===== src/rtl/sukt_pkg.sv =====
`timescale 1ns / 1ps
// ---------------------------------------------------------------------------
// Sorted unique key table package
// Field widths, operation codes and status codes shared by the block.
// ---------------------------------------------------------------------------
package sukt_pkg;

	localparam int OP_W     = 2;
	localparam int KEY_W    = 16;
	localparam int STATUS_W = 2;
	localparam int POS_W    = 6;
	localparam int COUNT_W  = 7;

	typedef logic [OP_W-1:0]     op_t;
	typedef logic [KEY_W-1:0]    key_t;
	typedef logic [STATUS_W-1:0] status_t;
	typedef logic [POS_W-1:0]    pos_t;
	typedef logic [COUNT_W-1:0]  count_t;

	localparam op_t OP_INSERT = 2'd0;
	localparam op_t OP_LOOKUP = 2'd1;
	localparam op_t OP_DELETE = 2'd2;

	localparam status_t ST_OK      = 2'd0;
	localparam status_t ST_DUP     = 2'd1;
	localparam status_t ST_MISSING = 2'd2;
	localparam status_t ST_FULL    = 2'd3;

endpackage


===== src/rtl/sukt_ram.sv =====
`timescale 1ns / 1ps
// ---------------------------------------------------------------------------
// Generic synchronous RAM
// One write port and one read port with registered read data.
// ---------------------------------------------------------------------------
module sukt_ram #(
	parameter int WIDTH = 16,
	parameter int DEPTH = 64
) (
	input  logic                     clk,
	input  logic                     we,
	input  logic [$clog2(DEPTH)-1:0] waddr,
	input  logic [WIDTH-1:0]         wdata,
	input  logic [$clog2(DEPTH)-1:0] raddr,
	output logic [WIDTH-1:0]         rdata
);

	logic [WIDTH-1:0] mem_q [DEPTH];

	always_ff @(posedge clk) begin
		if (we) begin
			mem_q[waddr] <= wdata;
		end
		rdata <= mem_q[raddr];
	end

endmodule


===== src/rtl/sorted_unique_key_table_top.sv =====
`timescale 1ns / 1ps
// ---------------------------------------------------------------------------
// Sorted unique key table
// Holds distinct keys in ascending order in one RAM; insert, lookup, delete.
// ---------------------------------------------------------------------------
// A request word (operation, key) is taken at a clock edge where start is
// high and busy is low. One request is served at a time; busy stays high
// until its result is produced. The result word (status, position,
// entry_count) is shown for exactly one cycle with done high, and a new
// request may be taken in that same cycle.
// The keys sit in a single RAM with one read and one write port and
// registered read data. A lower-bound binary search spends an address
// step (S_SRCH) and a compare step (S_CMP) on each halving, then reads and
// checks the found entry (S_SRCH, S_CHK). Insert and delete then move
// every larger key by one place, one entry per cycle with read and write
// overlapped, plus pipeline fill and, for insert, key placement (S_PUT).
// Reset empties the table at once: the entry count is cleared and the RAM
// contents are left as they are, since only entries below the count are
// ever used. The receiver cannot hold results off.
// ---------------------------------------------------------------------------
module sorted_unique_key_table_top #(
	parameter int TABLE_DEPTH = 64
) (
	input  logic              clk,
	input  logic              arst_n,
	input  logic              start,
	output logic              busy,
	input  sukt_pkg::op_t     operation,
	input  sukt_pkg::key_t    key,
	output logic              done,
	output sukt_pkg::status_t status,
	output sukt_pkg::pos_t    position,
	output sukt_pkg::count_t  entry_count
);

	import sukt_pkg::*;

	localparam int AW = $clog2(TABLE_DEPTH);
	localparam int CW = $clog2(TABLE_DEPTH + 1);
	localparam logic [CW-1:0] DEPTH_C = CW'(TABLE_DEPTH);
	localparam logic [CW-1:0] ONE_C   = CW'(1);

	typedef enum logic [5:0] {
		S_IDLE  = 6'b000001,
		S_SRCH  = 6'b000010,
		S_CMP   = 6'b000100,
		S_CHK   = 6'b001000,
		S_SHIFT = 6'b010000,
		S_PUT   = 6'b100000
	} state_t;

	state_t          state_q;
	op_t             op_q;
	key_t            key_q;
	logic [CW-1:0]   count_q;
	logic [CW-1:0]   lo_q;
	logic [CW-1:0]   hi_q;
	logic [AW-1:0]   src_q;
	logic [AW-1:0]   last_q;
	logic            up_q;
	logic            issue_q;
	logic            pend_s1;
	logic [AW-1:0]   wa_s1;

	logic [CW-1:0]   mid;
	logic            hit;
	logic [AW-1:0]   raddr;
	logic [KEY_W-1:0] rdata;
	logic            we;
	logic [AW-1:0]   waddr;
	logic [KEY_W-1:0] wdata;

	assign busy = (state_q != S_IDLE);
	assign mid  = lo_q + ((hi_q - lo_q) >> 1);
	assign hit  = (lo_q < count_q) && (rdata == key_q);

	always_comb begin
		if (state_q == S_SHIFT) begin
			raddr = src_q;
		end else if (lo_q < hi_q) begin
			raddr = mid[AW-1:0];
		end else begin
			raddr = lo_q[AW-1:0];
		end
	end

	always_comb begin
		we    = 1'b0;
		waddr = wa_s1;
		wdata = rdata;
		if (state_q == S_SHIFT && pend_s1) begin
			we = 1'b1;
		end else if (state_q == S_PUT) begin
			we    = 1'b1;
			waddr = lo_q[AW-1:0];
			wdata = key_q;
		end
	end

	sukt_ram #(
		.WIDTH(KEY_W),
		.DEPTH(TABLE_DEPTH)
	) u_key_ram (
		.clk  (clk),
		.we   (we),
		.waddr(waddr),
		.wdata(wdata),
		.raddr(raddr),
		.rdata(rdata)
	);

	always_ff @(posedge clk or negedge arst_n) begin
		if (!arst_n) begin
			state_q     <= S_IDLE;
			count_q     <= '0;
			issue_q     <= 1'b0;
			pend_s1     <= 1'b0;
			done        <= 1'b0;
			status      <= ST_OK;
			position    <= '0;
			entry_count <= '0;
		end else begin
			done <= 1'b0;
			unique case (state_q)
				S_IDLE: begin
					if (start) begin
						op_q    <= operation;
						key_q   <= key;
						lo_q    <= '0;
						hi_q    <= count_q;
						state_q <= S_SRCH;
					end
				end
				S_SRCH: begin
					if (lo_q < hi_q) begin
						state_q <= S_CMP;
					end else begin
						state_q <= S_CHK;
					end
				end
				S_CMP: begin
					if (rdata < key_q) begin
						lo_q <= mid + ONE_C;
					end else begin
						hi_q <= mid;
					end
					state_q <= S_SRCH;
				end
				S_CHK: begin
					state_q     <= S_IDLE;
					done        <= 1'b1;
					status      <= ST_OK;
					position    <= POS_W'(lo_q);
					entry_count <= COUNT_W'(count_q);
					if (op_q == OP_INSERT) begin
						if (hit) begin
							status <= ST_DUP;
						end else if (count_q >= DEPTH_C) begin
							status   <= ST_FULL;
							position <= '0;
						end else begin
							done <= 1'b0;
							if (count_q > lo_q) begin
								src_q   <= AW'(count_q - ONE_C);
								last_q  <= lo_q[AW-1:0];
								up_q    <= 1'b1;
								issue_q <= 1'b1;
								state_q <= S_SHIFT;
							end else begin
								state_q <= S_PUT;
							end
						end
					end else if (op_q == OP_DELETE) begin
						if (hit) begin
							if (count_q > lo_q + ONE_C) begin
								done    <= 1'b0;
								src_q   <= AW'(lo_q + ONE_C);
								last_q  <= AW'(count_q - ONE_C);
								up_q    <= 1'b0;
								issue_q <= 1'b1;
								state_q <= S_SHIFT;
							end else begin
								count_q     <= count_q - ONE_C;
								entry_count <= COUNT_W'(count_q - ONE_C);
							end
						end else begin
							status   <= ST_MISSING;
							position <= '0;
						end
					end else begin
						if (!hit) begin
							status   <= ST_MISSING;
							position <= '0;
						end
					end
				end
				S_SHIFT: begin
					pend_s1 <= issue_q;
					wa_s1   <= up_q ? src_q + AW'(1) : src_q - AW'(1);
					if (issue_q) begin
						if (src_q == last_q) begin
							issue_q <= 1'b0;
						end else begin
							src_q <= up_q ? src_q - AW'(1) : src_q + AW'(1);
						end
					end
					if (pend_s1 && !issue_q) begin
						if (up_q) begin
							state_q <= S_PUT;
						end else begin
							state_q     <= S_IDLE;
							done        <= 1'b1;
							status      <= ST_OK;
							position    <= POS_W'(lo_q);
							count_q     <= count_q - ONE_C;
							entry_count <= COUNT_W'(count_q - ONE_C);
						end
					end
				end
				S_PUT: begin
					state_q     <= S_IDLE;
					done        <= 1'b1;
					status      <= ST_OK;
					position    <= POS_W'(lo_q);
					count_q     <= count_q + ONE_C;
					entry_count <= COUNT_W'(count_q + ONE_C);
				end
				default: begin
					state_q <= S_IDLE;
				end
			endcase
		end
	end

endmodule

===== config.mk =====
export PLATFORM = sky130hd
export DESIGN_NAME = sorted_unique_key_table_top
export DESIGN_NICKNAME = d
export VERILOG_FILES = /design/src/rtl/sukt_pkg.sv /design/src/rtl/sukt_ram.sv /design/src/rtl/sorted_unique_key_table_top.sv
export SDC_FILE = /design/constraint.sdc
export NUM_CORES = 1
export LEC_CHECK = 0
export BUFFER_PORTS_ARGS = -buffer_cell sky130_fd_sc_hd__buf_2
export CORE_MARGIN = 2
export CORE_UTILIZATION = 47
export DETAILED_ROUTE_END_ITERATION = 12
export SYNTH_ARGS = -nofsm -noshare
export SYNTH_HDL_FRONTEND = slang
export SYNTH_HIERARCHICAL = 1
export SYNTH_SLANG_ARGS = --single-unit
export TNS_END_PERCENT = 20

===== constraint.sdc =====
create_clock -name clk -period 5.5 [get_ports clk]
set_clock_uncertainty 0.1 [all_clocks]
set_input_delay 0.825 -clock clk [delete_from_list [all_inputs] [get_ports clk]]
set_output_delay 0.825 -clock clk [all_outputs]
set_load 0.05 [all_outputs]

* Word-level counts from Yosys, hierarchy flattened *
Memories as Yosys holds them, arrays and structs flattened. A register that Yosys moved wholly into a read port is not among the register bits.
Cells that the tools add are included.

operators by class
  multiplexer cells = 91
  eq/ne operators = 29
  bitwise logic cells = 0
  div/mod/pow operators = 0
  reductions and logical operators = 22
  $mul = 0
  $add $sub $neg = 8
  shift-type cells = 0
  order comparisons = 6

operator list
  kind                                                           count
  6-bit two-way mux                                              35
  7-bit two-way mux                                              10
  16-bit two-way mux                                             2
  6-bit one-hot mux with 5 select lines                          1
  7-bit one-hot mux with 2 select lines                          2
  1-bit two-way mux                                              25
  2-bit != test, second input constant                           12
  7-bit by 1-bit adder with 7-bit output, second input constant  3
  7-bit one-hot mux with 3 select lines                          1
  3-bit != test, second input constant                           6
  6-bit one-hot mux with 3 select lines                          1
  16-bit equality test                                           1
  16-bit < comparator                                            1
  5-bit two-way mux                                              3
  7-bit greater-than comparator                                  2
  7-bit < comparator                                             2
  7-bit AND reduction                                            2
  2-bit two-way mux                                              6
  6-bit one-hot mux with 2 select lines                          1
  2-bit nonzero test                                             6
  10-bit AND reduction                                           1
  4-bit AND reduction                                            2
  8-bit AND reduction                                            1
  7-bit by 6-bit adder with 7-bit output                         1
  25 further kinds                                               29

word-level totals
  memory bits (read-only) = 0
  latch bits = 0
  logic and storage cells = 172
  bits of input ports = 21
  RAM bits = 1024
  output and inout port bits = 17
  memories = 1
  flip-flop bits (word level) = 75

memories
  memory           words  bits a word  rd ports  clocked after memory_dff  wr ports  RTL line        source
  u_key_ram.mem_q  64     16           1         1                         1         sukt_ram.sv:18  logic [WIDTH-1:0] mem_q [DEPTH];

* Depth between registers and ports, before layout *
Gate-level depths: netlist (run 1).

  depth after elaboration = 7
  mapped depth = 19
  mapped depth without buffers = 18

* By module *
The synthesis (run 1) kept the hierarchy.

modules (own cells, without submodules)
  module                       times used  cells each  seq. area each (um2)  area each (um2)
  sukt_ram                     1           1820        31069.8               39978.3
  sorted_unique_key_table_top  1           549         2133.3                5248.8

* Least setup slack after synthesis (run 1) *
Ideal clock, no wire load.

  kind = flip-flop to flip-flop
  from = register state_q[1]
  to = memory u_key_ram.mem_q[0][15] (data pin)
  required time = 4.698 ns
  clock period less this slack = 4.696 ns
  library setup time = 0.702 ns
  buffers on the path = 2
  cell stages (with the launch flop) = 6
  arrival time = 3.894 ns
  setup slack = 0.804 ns
  cell sequence = dfrtp_1 -> nor4_1 -> nand3b_1 -> clkbuf_1 -> clkbuf_1 -> o21ai_0

on the way
  cells in the longest elaborated chain, start to end = 3
  elaborated cells between the ends (all ways) = 5
  classes of those cells = 2 x eq/ne; 2 x mux; 1 x reduce/logical

ends and longest elaborated chain
  element                                                                                RTL line                                                              source
  from (decl)                                                                            sorted_unique_key_table_top.sv:52                                     state_t state_q;
  from (signal assigned)                                                                 sorted_unique_key_table_top.sv:114                                    state_q <= S_IDLE;
  from (signal assigned)                                                                 sorted_unique_key_table_top.sv:131                                    state_q <= S_SRCH;
  from (signal assigned)                                                                 sorted_unique_key_table_top.sv:136                                    state_q <= S_CMP;
  6-bit equality test or 6-bit by 5-bit equality test with 1-bit output (tied branches)  sorted_unique_key_table_top.sv:93, sorted_unique_key_table_top.sv:91
  16-bit two-way mux or 1-bit logical AND (tied branches)                                sorted_unique_key_table_top.sv:93, sorted_unique_key_table_top.sv:91
  16-bit two-way mux (*)                                                                 sorted_unique_key_table_top.sv:91                                     if (state_q == S_SHIFT && pend_s1) begin
  via wdata[15]                                                                          sorted_unique_key_table_top.sv:71                                     logic [KEY_W-1:0] wdata;
  to (decl)                                                                              sukt_ram.sv:18

The timed path passes the listed nets; every way through them passes the cells marked *.

* Final worst setup path (run 1) *
  from = register lo_q[0]
  to = register u_key_ram.rdata[8], read port of u_key_ram.mem_q

on the way
  cells in the longest elaborated chain, start to end = 4
  elaborated cells between the ends (all ways) = 5
  classes of those cells = 2 x add/sub; 1 x order compare; 2 x mux

ends and longest elaborated chain
  element                                 RTL line                            source
  from (decl)                             sorted_unique_key_table_top.sv:56   logic [CW-1:0] lo_q;
  from (signal assigned)                  sorted_unique_key_table_top.sv:143  lo_q <= mid + ONE_C;
  7-bit subtractor                        sorted_unique_key_table_top.sv:74   assign mid = lo_q + ((hi_q - lo_q) >> 1);
  7-bit by 6-bit adder with 7-bit output  sorted_unique_key_table_top.sv:74
  6-bit two-way mux (*)                   sorted_unique_key_table_top.sv:80   end else if (lo_q < hi_q) begin
  6-bit two-way mux (*)                   sorted_unique_key_table_top.sv:78   if (state_q == S_SHIFT) begin
  via raddr[2]                            sorted_unique_key_table_top.sv:67   logic [AW-1:0] raddr;
  to (decl)                               sukt_ram.sv:15                      output logic [WIDTH-1:0] rdata

Marks and branches as above.
A chain may end at the register's enable or synchronous reset.

==> metrics.md, run 1 <==
| Metric | Value |
|---|---|
| Initial antenna violation count | `2` |
| WHS | `41.2 ps` |
| Clock tree buffer depth | `3` |
| Setup CP Type | `reg2reg` |
| CTS sink count | `1115` |
| Cells after Synth | `2369` |
| Tot GR Track Use | `23.2%` |
| Async set-reset flop share out of synthesis | `about 2.2%` |
| Synth cell count leaders | `edfxtp_1 (1075), mux4_2 (221), nor2_1 (115), mux2i_1 (103), nand2_1 (75)` |
| CP endpoint kind | `flop` |
| Total Wirelength | `114 mm` |
| Top cells by area, synth | `edfxtp_1 (71%), mux4_2 (11%), mux2i_1 (2.3%)` |
| Starting DRT DRC Count | `between 2000 and 3000` |
| RSZ-0062 raised after global routing | `no` |
| Most frequent cell after synthesis | `edfxtp_1` |
| Yosys cell types | `75` |
| Status | `finished clean` |
| Die height | `~310 um` |
| RePlAce Congestion | `0.901` |
| Top cell type's share of synthesized area | `71.4%` |
| Worst-margin pin slew | `between 1000 and 1500 ps` |
| CTS H-tree lvls | `3` |
| Number of synthesized register bits | `1115` |
| Core area | `0.0952 sq mm` |
| Hpwl dp | `70.5 mm` |
| Max-slew violations | `0` |
| Leakage | `17.0 nW` |
| Worst hold path class | `in2async` |
| Worst-path maximum fanout | `26` |
| CTS tree | `built` |
| Power per cell area | `between 500 and 600 mW/mm^2` |
| VDD IR max | `0.000356 V` |
| DRT antenna net count | `0` |
| Worst-Skew Late Latency | `700 ps` |
| Post-CTS Resized | `0` |
| PortBufs | `37` |
| Slew margin rel. | `9.40%` |
| Max cap viols | `0` |
| Nets | `between 2000 and 3000` |
| Total grt overflow | `0` |
| Min cycle time layout | `5450 ps` |
| Clock Pin Slew Worst Setup and Hold Paths | `60 ps` |
| Drt first pass iters | `5` |
| Share of layout cells above drive strength 1 | `24.6%` |
| Vias per cell | `~6.0` |
| Post-synthesis sequential area ratio | `around 73%` |
| CTS buffer count | `113` |
| Rows | `113` |
| Setup crit start kind | `flop` |
| Pin count of the biggest net entering global routing | `65` |
| Die area | `0.0987 sq mm` |
| Hold bufs inserted after CTS | `0` |
| # DRC | `0` |
| I/O pin count | `38` |
| Fin. Hold Viols | `0` |
| Critical Path RT | `5910 ps` |
| Synth area leader | `edfxtp_1` |
| Diodes inserted | `0` |
| Top_reg_cell synth | `edfxtp_1` |
| Syn-to-layout area delta | `14.0%` |
| Die width | `roughly 310 um` |
| Via count | `23600` |
| Starting Density | `~48%` |
| Fin crit share | `99.0%` |
| Post-synth EDFFs | `roughly 1100` |
| R2R depth | `14` |
| WL per Instance | `29.0 um` |
| Worst EP arrival | `5860 ps` |
| Vias in the first global route | `23700` |
| FMAX | `0.184 GHz` |
| Synth warnings | `6` |
| Power, Total | `approximately 28 mW` |
| Synthesized area | `0.0452 sq mm` |
| Setup_tns | `0 ps` |
| Syn_area_per_cell | `19.1 sq um` |
| First-pass GRT wire length | `roughly 170 mm` |
| Root buf cell | `clkbuf_16` |
| Mapped Nets | `2442` |
| Setup Fix Bufs, Post-CTS | `0` |
| Final setup fails | `0` |
[layout by cell type, fill, tap and decap left out, types with 17 or more instances in the layout]
master,count
buf_4,152
a221oi_1,20
nand2_1,75
clkbuf_16,115
nand3_1,45
mux2i_1,103
mux4_2,221
dfrtp_1,23
buf_2,37
clkbuf_1,21
inv_1,39
xnor2_1,24
nor2b_1,37
ha_1,50
clkinv_2,24
edfxtp_1,1075
o21ai_4,17
o21ai_0,25
nor2_1,114
a21oi_1,51
xor2_1,18
clkinv_1,28
a22oi_1,61
[cells by family (layout without fill, tap and decap cells)]
family	count (synthesis)	in the layout	synth area share, %
AOI/OAI and AO/OA	278	278	4.32
xor gates and xnor gates	42	42	0.813
adders and majority gates	52	52	1.47
buffers and inverters	170	454	2.06
DFF	1115	1115	73.4
muxes	342	342	13.8
and+or+nand+nor	370	370	4.12
[per-layer routing]
layer | GRT usage [%] | vias to the layer above | share of wire (%)
met5 | 0 | - | 0.011
met1 | 33.4 | 12400 | 42
met4 | 7.47 | 2 | 3.3
met2 | 36.8 | 960 | 48
met3 | 3.21 | 198 | 6.9
li1 | - | 10100 | -
[state kept, by name (all words and copies together) (netlist names)]
name and cells:
status 2, u_key_ram/rdata 16, key_q 16, state_q 6, u_key_ram/mem_q 1024, lo_q 7, up_q 1, count_q 7
op_q 2, wa_s1 6, hi_q 7, done 1, last_q 6, pend_s1 1, src_q 6, issue_q 1
position 6
[critical path, cell delays in order, from the launching register on]
cell,delay [ps]
edfxtp_1,560
ha_1,290
inv_1,70
fa_1,420
ha_1,220
fa_1,420
xor2_1,400
mux2i_1,200
o21ai_4,270
buf_12,260
buf_4,320
mux4_2,360
mux2_2,300
a221oi_1,970
a311oi_1,80
[path summary, 6_finish.rpt]
path / endpoint / slack, ps / start
min in group clk: key_q[5] / 210 / key[5]
worst min-delay path: state_q[1] / 40 / arst_n
max in group asynchronous: state_q[5] / 4870 / arst_n
worst max-delay path: u_key_ram/rdata[8] / 50 / lo_q[0]
worst min register to register: status[1] / 400 / status[1]
worst max register to register: u_key_ram/rdata[8] / 50 / lo_q[0]
[metrics by stage]
step | cells | worst slack [ps] | area [sq um] | utilization [%]
after global placement | 3705 | 172 | 47800 | 50.3
after global routing | 3918 | 26.3 | 51600 | 54.2
after floorplan | 2369 | 804 | 45200 | -
final | 3918 | 53.9 | 51600 | 54.2
after CTS | 3917 | 108 | 51500 | 54.2
after detailed placement | 3705 | 131 | 47800 | 50.3
[where the power goes]
group | leakage, nW | switching [mW] | total, mW | internal (mW)
clock | 1.79 | 3.21 | 7.60 | 4.39
combinational | 5.15 | 5.88 | 9.25 | 3.37
sequential | 10.1 | 0.239 | 10.9 | 10.7
total | 17.0 | 9.33 | 27.8 | 18.4
[layout make-up]
type                    count  area (sq um)
well taps                1265          1580
repair buffers            203          1610
clock inverters            76           723
flip-flops and latches   1115         33200
inverters                  39           146
fillers                  7394         43600
clock buffers             136          2960
multi-input cells        1084         11300
No activity file was read; power rests on OpenSTA's default activity.
==> inputs of run 2 (changes only) <==
--- a/config.mk
+++ b/config.mk
@@ -9,8 +9,8 @@
 export CORE_MARGIN = 2
 export CORE_UTILIZATION = 47
 export DETAILED_ROUTE_END_ITERATION = 12
+export GPL_TIMING_DRIVEN = 0
 export SYNTH_ARGS = -nofsm -noshare
 export SYNTH_HDL_FRONTEND = slang
 export SYNTH_HIERARCHICAL = 1
 export SYNTH_SLANG_ARGS = --single-unit
-export TNS_END_PERCENT = 20
==> metrics.md, run 2 (same netlist as run 1, synthesis figures left out) <==
| Metric | Value |
|---|---|
| Status | `finished clean` |
| Die area | `0.0987 sq mm` |
| Final cell count without fillers | `3972` |
| Net Switching | `9.92 mW` |
| FMAX | `0.183 GHz` |
| CTS H-tree lvls | `3` |
| Reg2reg start | `lo_q[2]` |
| RSZ-0062 raised after global routing | `yes` |
| Nets | `2685` |
| Starting DRT DRC Count | `around 2900` |
| Most flops, register | `u_key_ram/mem_q` |
| Hold bufs inserted after CTS | `0` |
| Worst EP arrival | `5940 ps` |
| Reg2reg end | `u_key_ram/rdata[9]` |
| Clock tree buffer depth | `3` |
| Syn-to-layout area delta | `17.0%` |
| Setup CP Type | `reg2reg` |
| Worst-margin pin slew | `around 1200 ps` |
| Worst hold path class | `in2async` |
| Final setup fails | `0` |
| Setup crit start kind | `flop` |
| Most frequent cells in the layout | `edfxtp_1 (1075), mux4_2 (221), clkbuf_16 (118)` |
| Vias per cell | `6.07` |
| Dpl cells | `3752` |
| Die width | `314 um` |
| I/O pin count | `38` |
| CP endpoint kind | `flop` |
| Max-slew violations | `0` |
| Power per cell area | `541 mW/mm^2` |
| Via count | `roughly 24000` |
| Vias in the first global route | `24300` |
| Slew margin rel. | `19.9%` |
| Worst-path maximum fanout | `10` |
| DRT antenna net count | `0` |
| Leakage | `17.4 nW` |
| Switching Share | `34.7%` |
| Fin. Hold Viols | `0` |
| Drt first pass iters | `6` |
| Worst-Skew Late Latency | `roughly 700 ps` |
| First-pass GRT wire length | `169 mm` |
| R2r setup slk | `~49 ps` |
| Commonest non-fill, non-tap cell in the layout | `edfxtp_1` |
| CTS sink count | `between 1000 and 1500` |
| Critical Path RT | `around 6000 ps` |
| Rows | `between 100 and 150` |
| Int Pwr | `18.7 mW` |
| Die height | `314 um` |
| # DRC | `0` |
| Tot GR Track Use | `about a quarter` |
| Root buf cell | `clkbuf_16` |
| Pin count of the biggest net entering global routing | `45` |
| Final core utilization | `55.6%` |
| CTS tree | `built` |
| Reg power frac | `37.7%` |
| Diodes inserted | `0` |
| Critical path startpoint | `lo_q[2]` |
| Comb pwr share | `35.8%` |
| Max cap viols | `0` |
| Starting Density | `a little under half` |
| Total grt overflow | `0` |
| VDD IR max | `about 0.00032 V` |
| Hpwl dp | `80.9 mm` |
| Clk pwr share | `26.5%` |
| Core area | `0.0952 sq mm` |
| Fin crit share | `99.1%` |
| Initial antenna violation count | `1` |
| Min cycle time layout | `5450 ps` |
| WHS | `45.6 ps` |
| Max reg flops | `between 1000 and 1500` |
| RePlAce Congestion | `0.924` |
| Total Wirelength | `117 mm` |
| Clock Pin Slew Worst Setup and Hold Paths | `60 ps` |
| Top flop regs | `u_key_ram/mem_q: 1024 flops, key_q: 16 flops, u_key_ram/rdata: 16 flops` |
| CTS buffer count | `115` |
| PortBufs | `37` |
| Share of layout cells above drive strength 1 | `28.0%` |
| Setup_tns | `0 ps` |
| Power, Total | `between 20 and 30 mW` |
| WL per Instance | `29.4 um` |
| R2R depth | `19` |
-- run 2: changes by cell type in the layout (fill, tap and decap cells not counted), sizes merged --
| cell | delta |
|---|---|
| clkbuf | +69 |
| buf | -13 |
| clkinv | +2 |
| clkinvlp | -1 |
| inv | -1 |
| bufinv | -2 |
-- run 2: power groups by stage --
| stage | clock, mW | combinational [mW] | sequential, mW |
|---|---|---|---|
| finish | 7.58 | 10.2 | 10.8 |
| global route | 8.04 | 10.7 | 10.8 |
| CTS | 7.72 | 10.1 | 10.8 |
| detailed placement | 0 | 9.72 | 11.0 |
| global placement | 0 | 9.05 | 11.5 |
| floorplan | 0 | 5.56 | 11.3 |
-- run 2: what timing repair did --
action	CTS	global route
buffers inserted	8	1
pin swaps	3	1
setup endpoints to repair	16	16
resized for setup	53	37
-- run 2: final cells by class --
type                    instances  area, sq um
plain buffers                 130          831
clock buffers                 138         3030
clock inverters                74          653
fillers                      7181        42200
inverters                      39          146
multi-input cells            1084        11700
flip-flops and latches       1115        33200
well taps                    1265         1580
repair buffers                127         1740
-- run 2: worst max path at each step --
stage                             endpoint  depth (start not counted)
floorplan           u_key_ram/mem_q[0][15]                          5
finish                  u_key_ram/rdata[9]                         19
detailed placement      u_key_ram/rdata[6]                         15
CTS                     u_key_ram/rdata[6]                         18
global placement     u_key_ram/mem_q[6][4]                          5
global route            u_key_ram/rdata[9]                         19
-- run 2: metrics by stage --
step	worst slack (ps)	area, sq um
floorplan	804	45200
global placement	-4040	47000
detailed placement	-1510	48800
CTS	-96.3	52800
global route	-36.9	52900
finish	48.8	52900
-- run 2: routing by layer --
layer	GRT usage, %	routed length, um	vias to the layer above
li1	-	-	10200
met1	34.2	49000	12700
met2	37.5	55000	1012
met3	3.87	8630	200
met4	8.31	4240	0
met5	0	0	-
-- run 2: critical path: stages, from the launching register on --
cell and delay, ps:
edfxtp_1 400, clkbuf_2 230, inv_1 280, ha_1 350, o21a_1 220, o31a_1 130
o31a_1 290, o31ai_4 400, nor3_1 110, a311oi_2 200, buf_4 190, buf_6 240
buf_6 240, buf_8 230, nor2b_2 400, clkbuf_4 320, a22oi_1 120, a41oi_1 300
o21ai_0 300, o211a_1 260
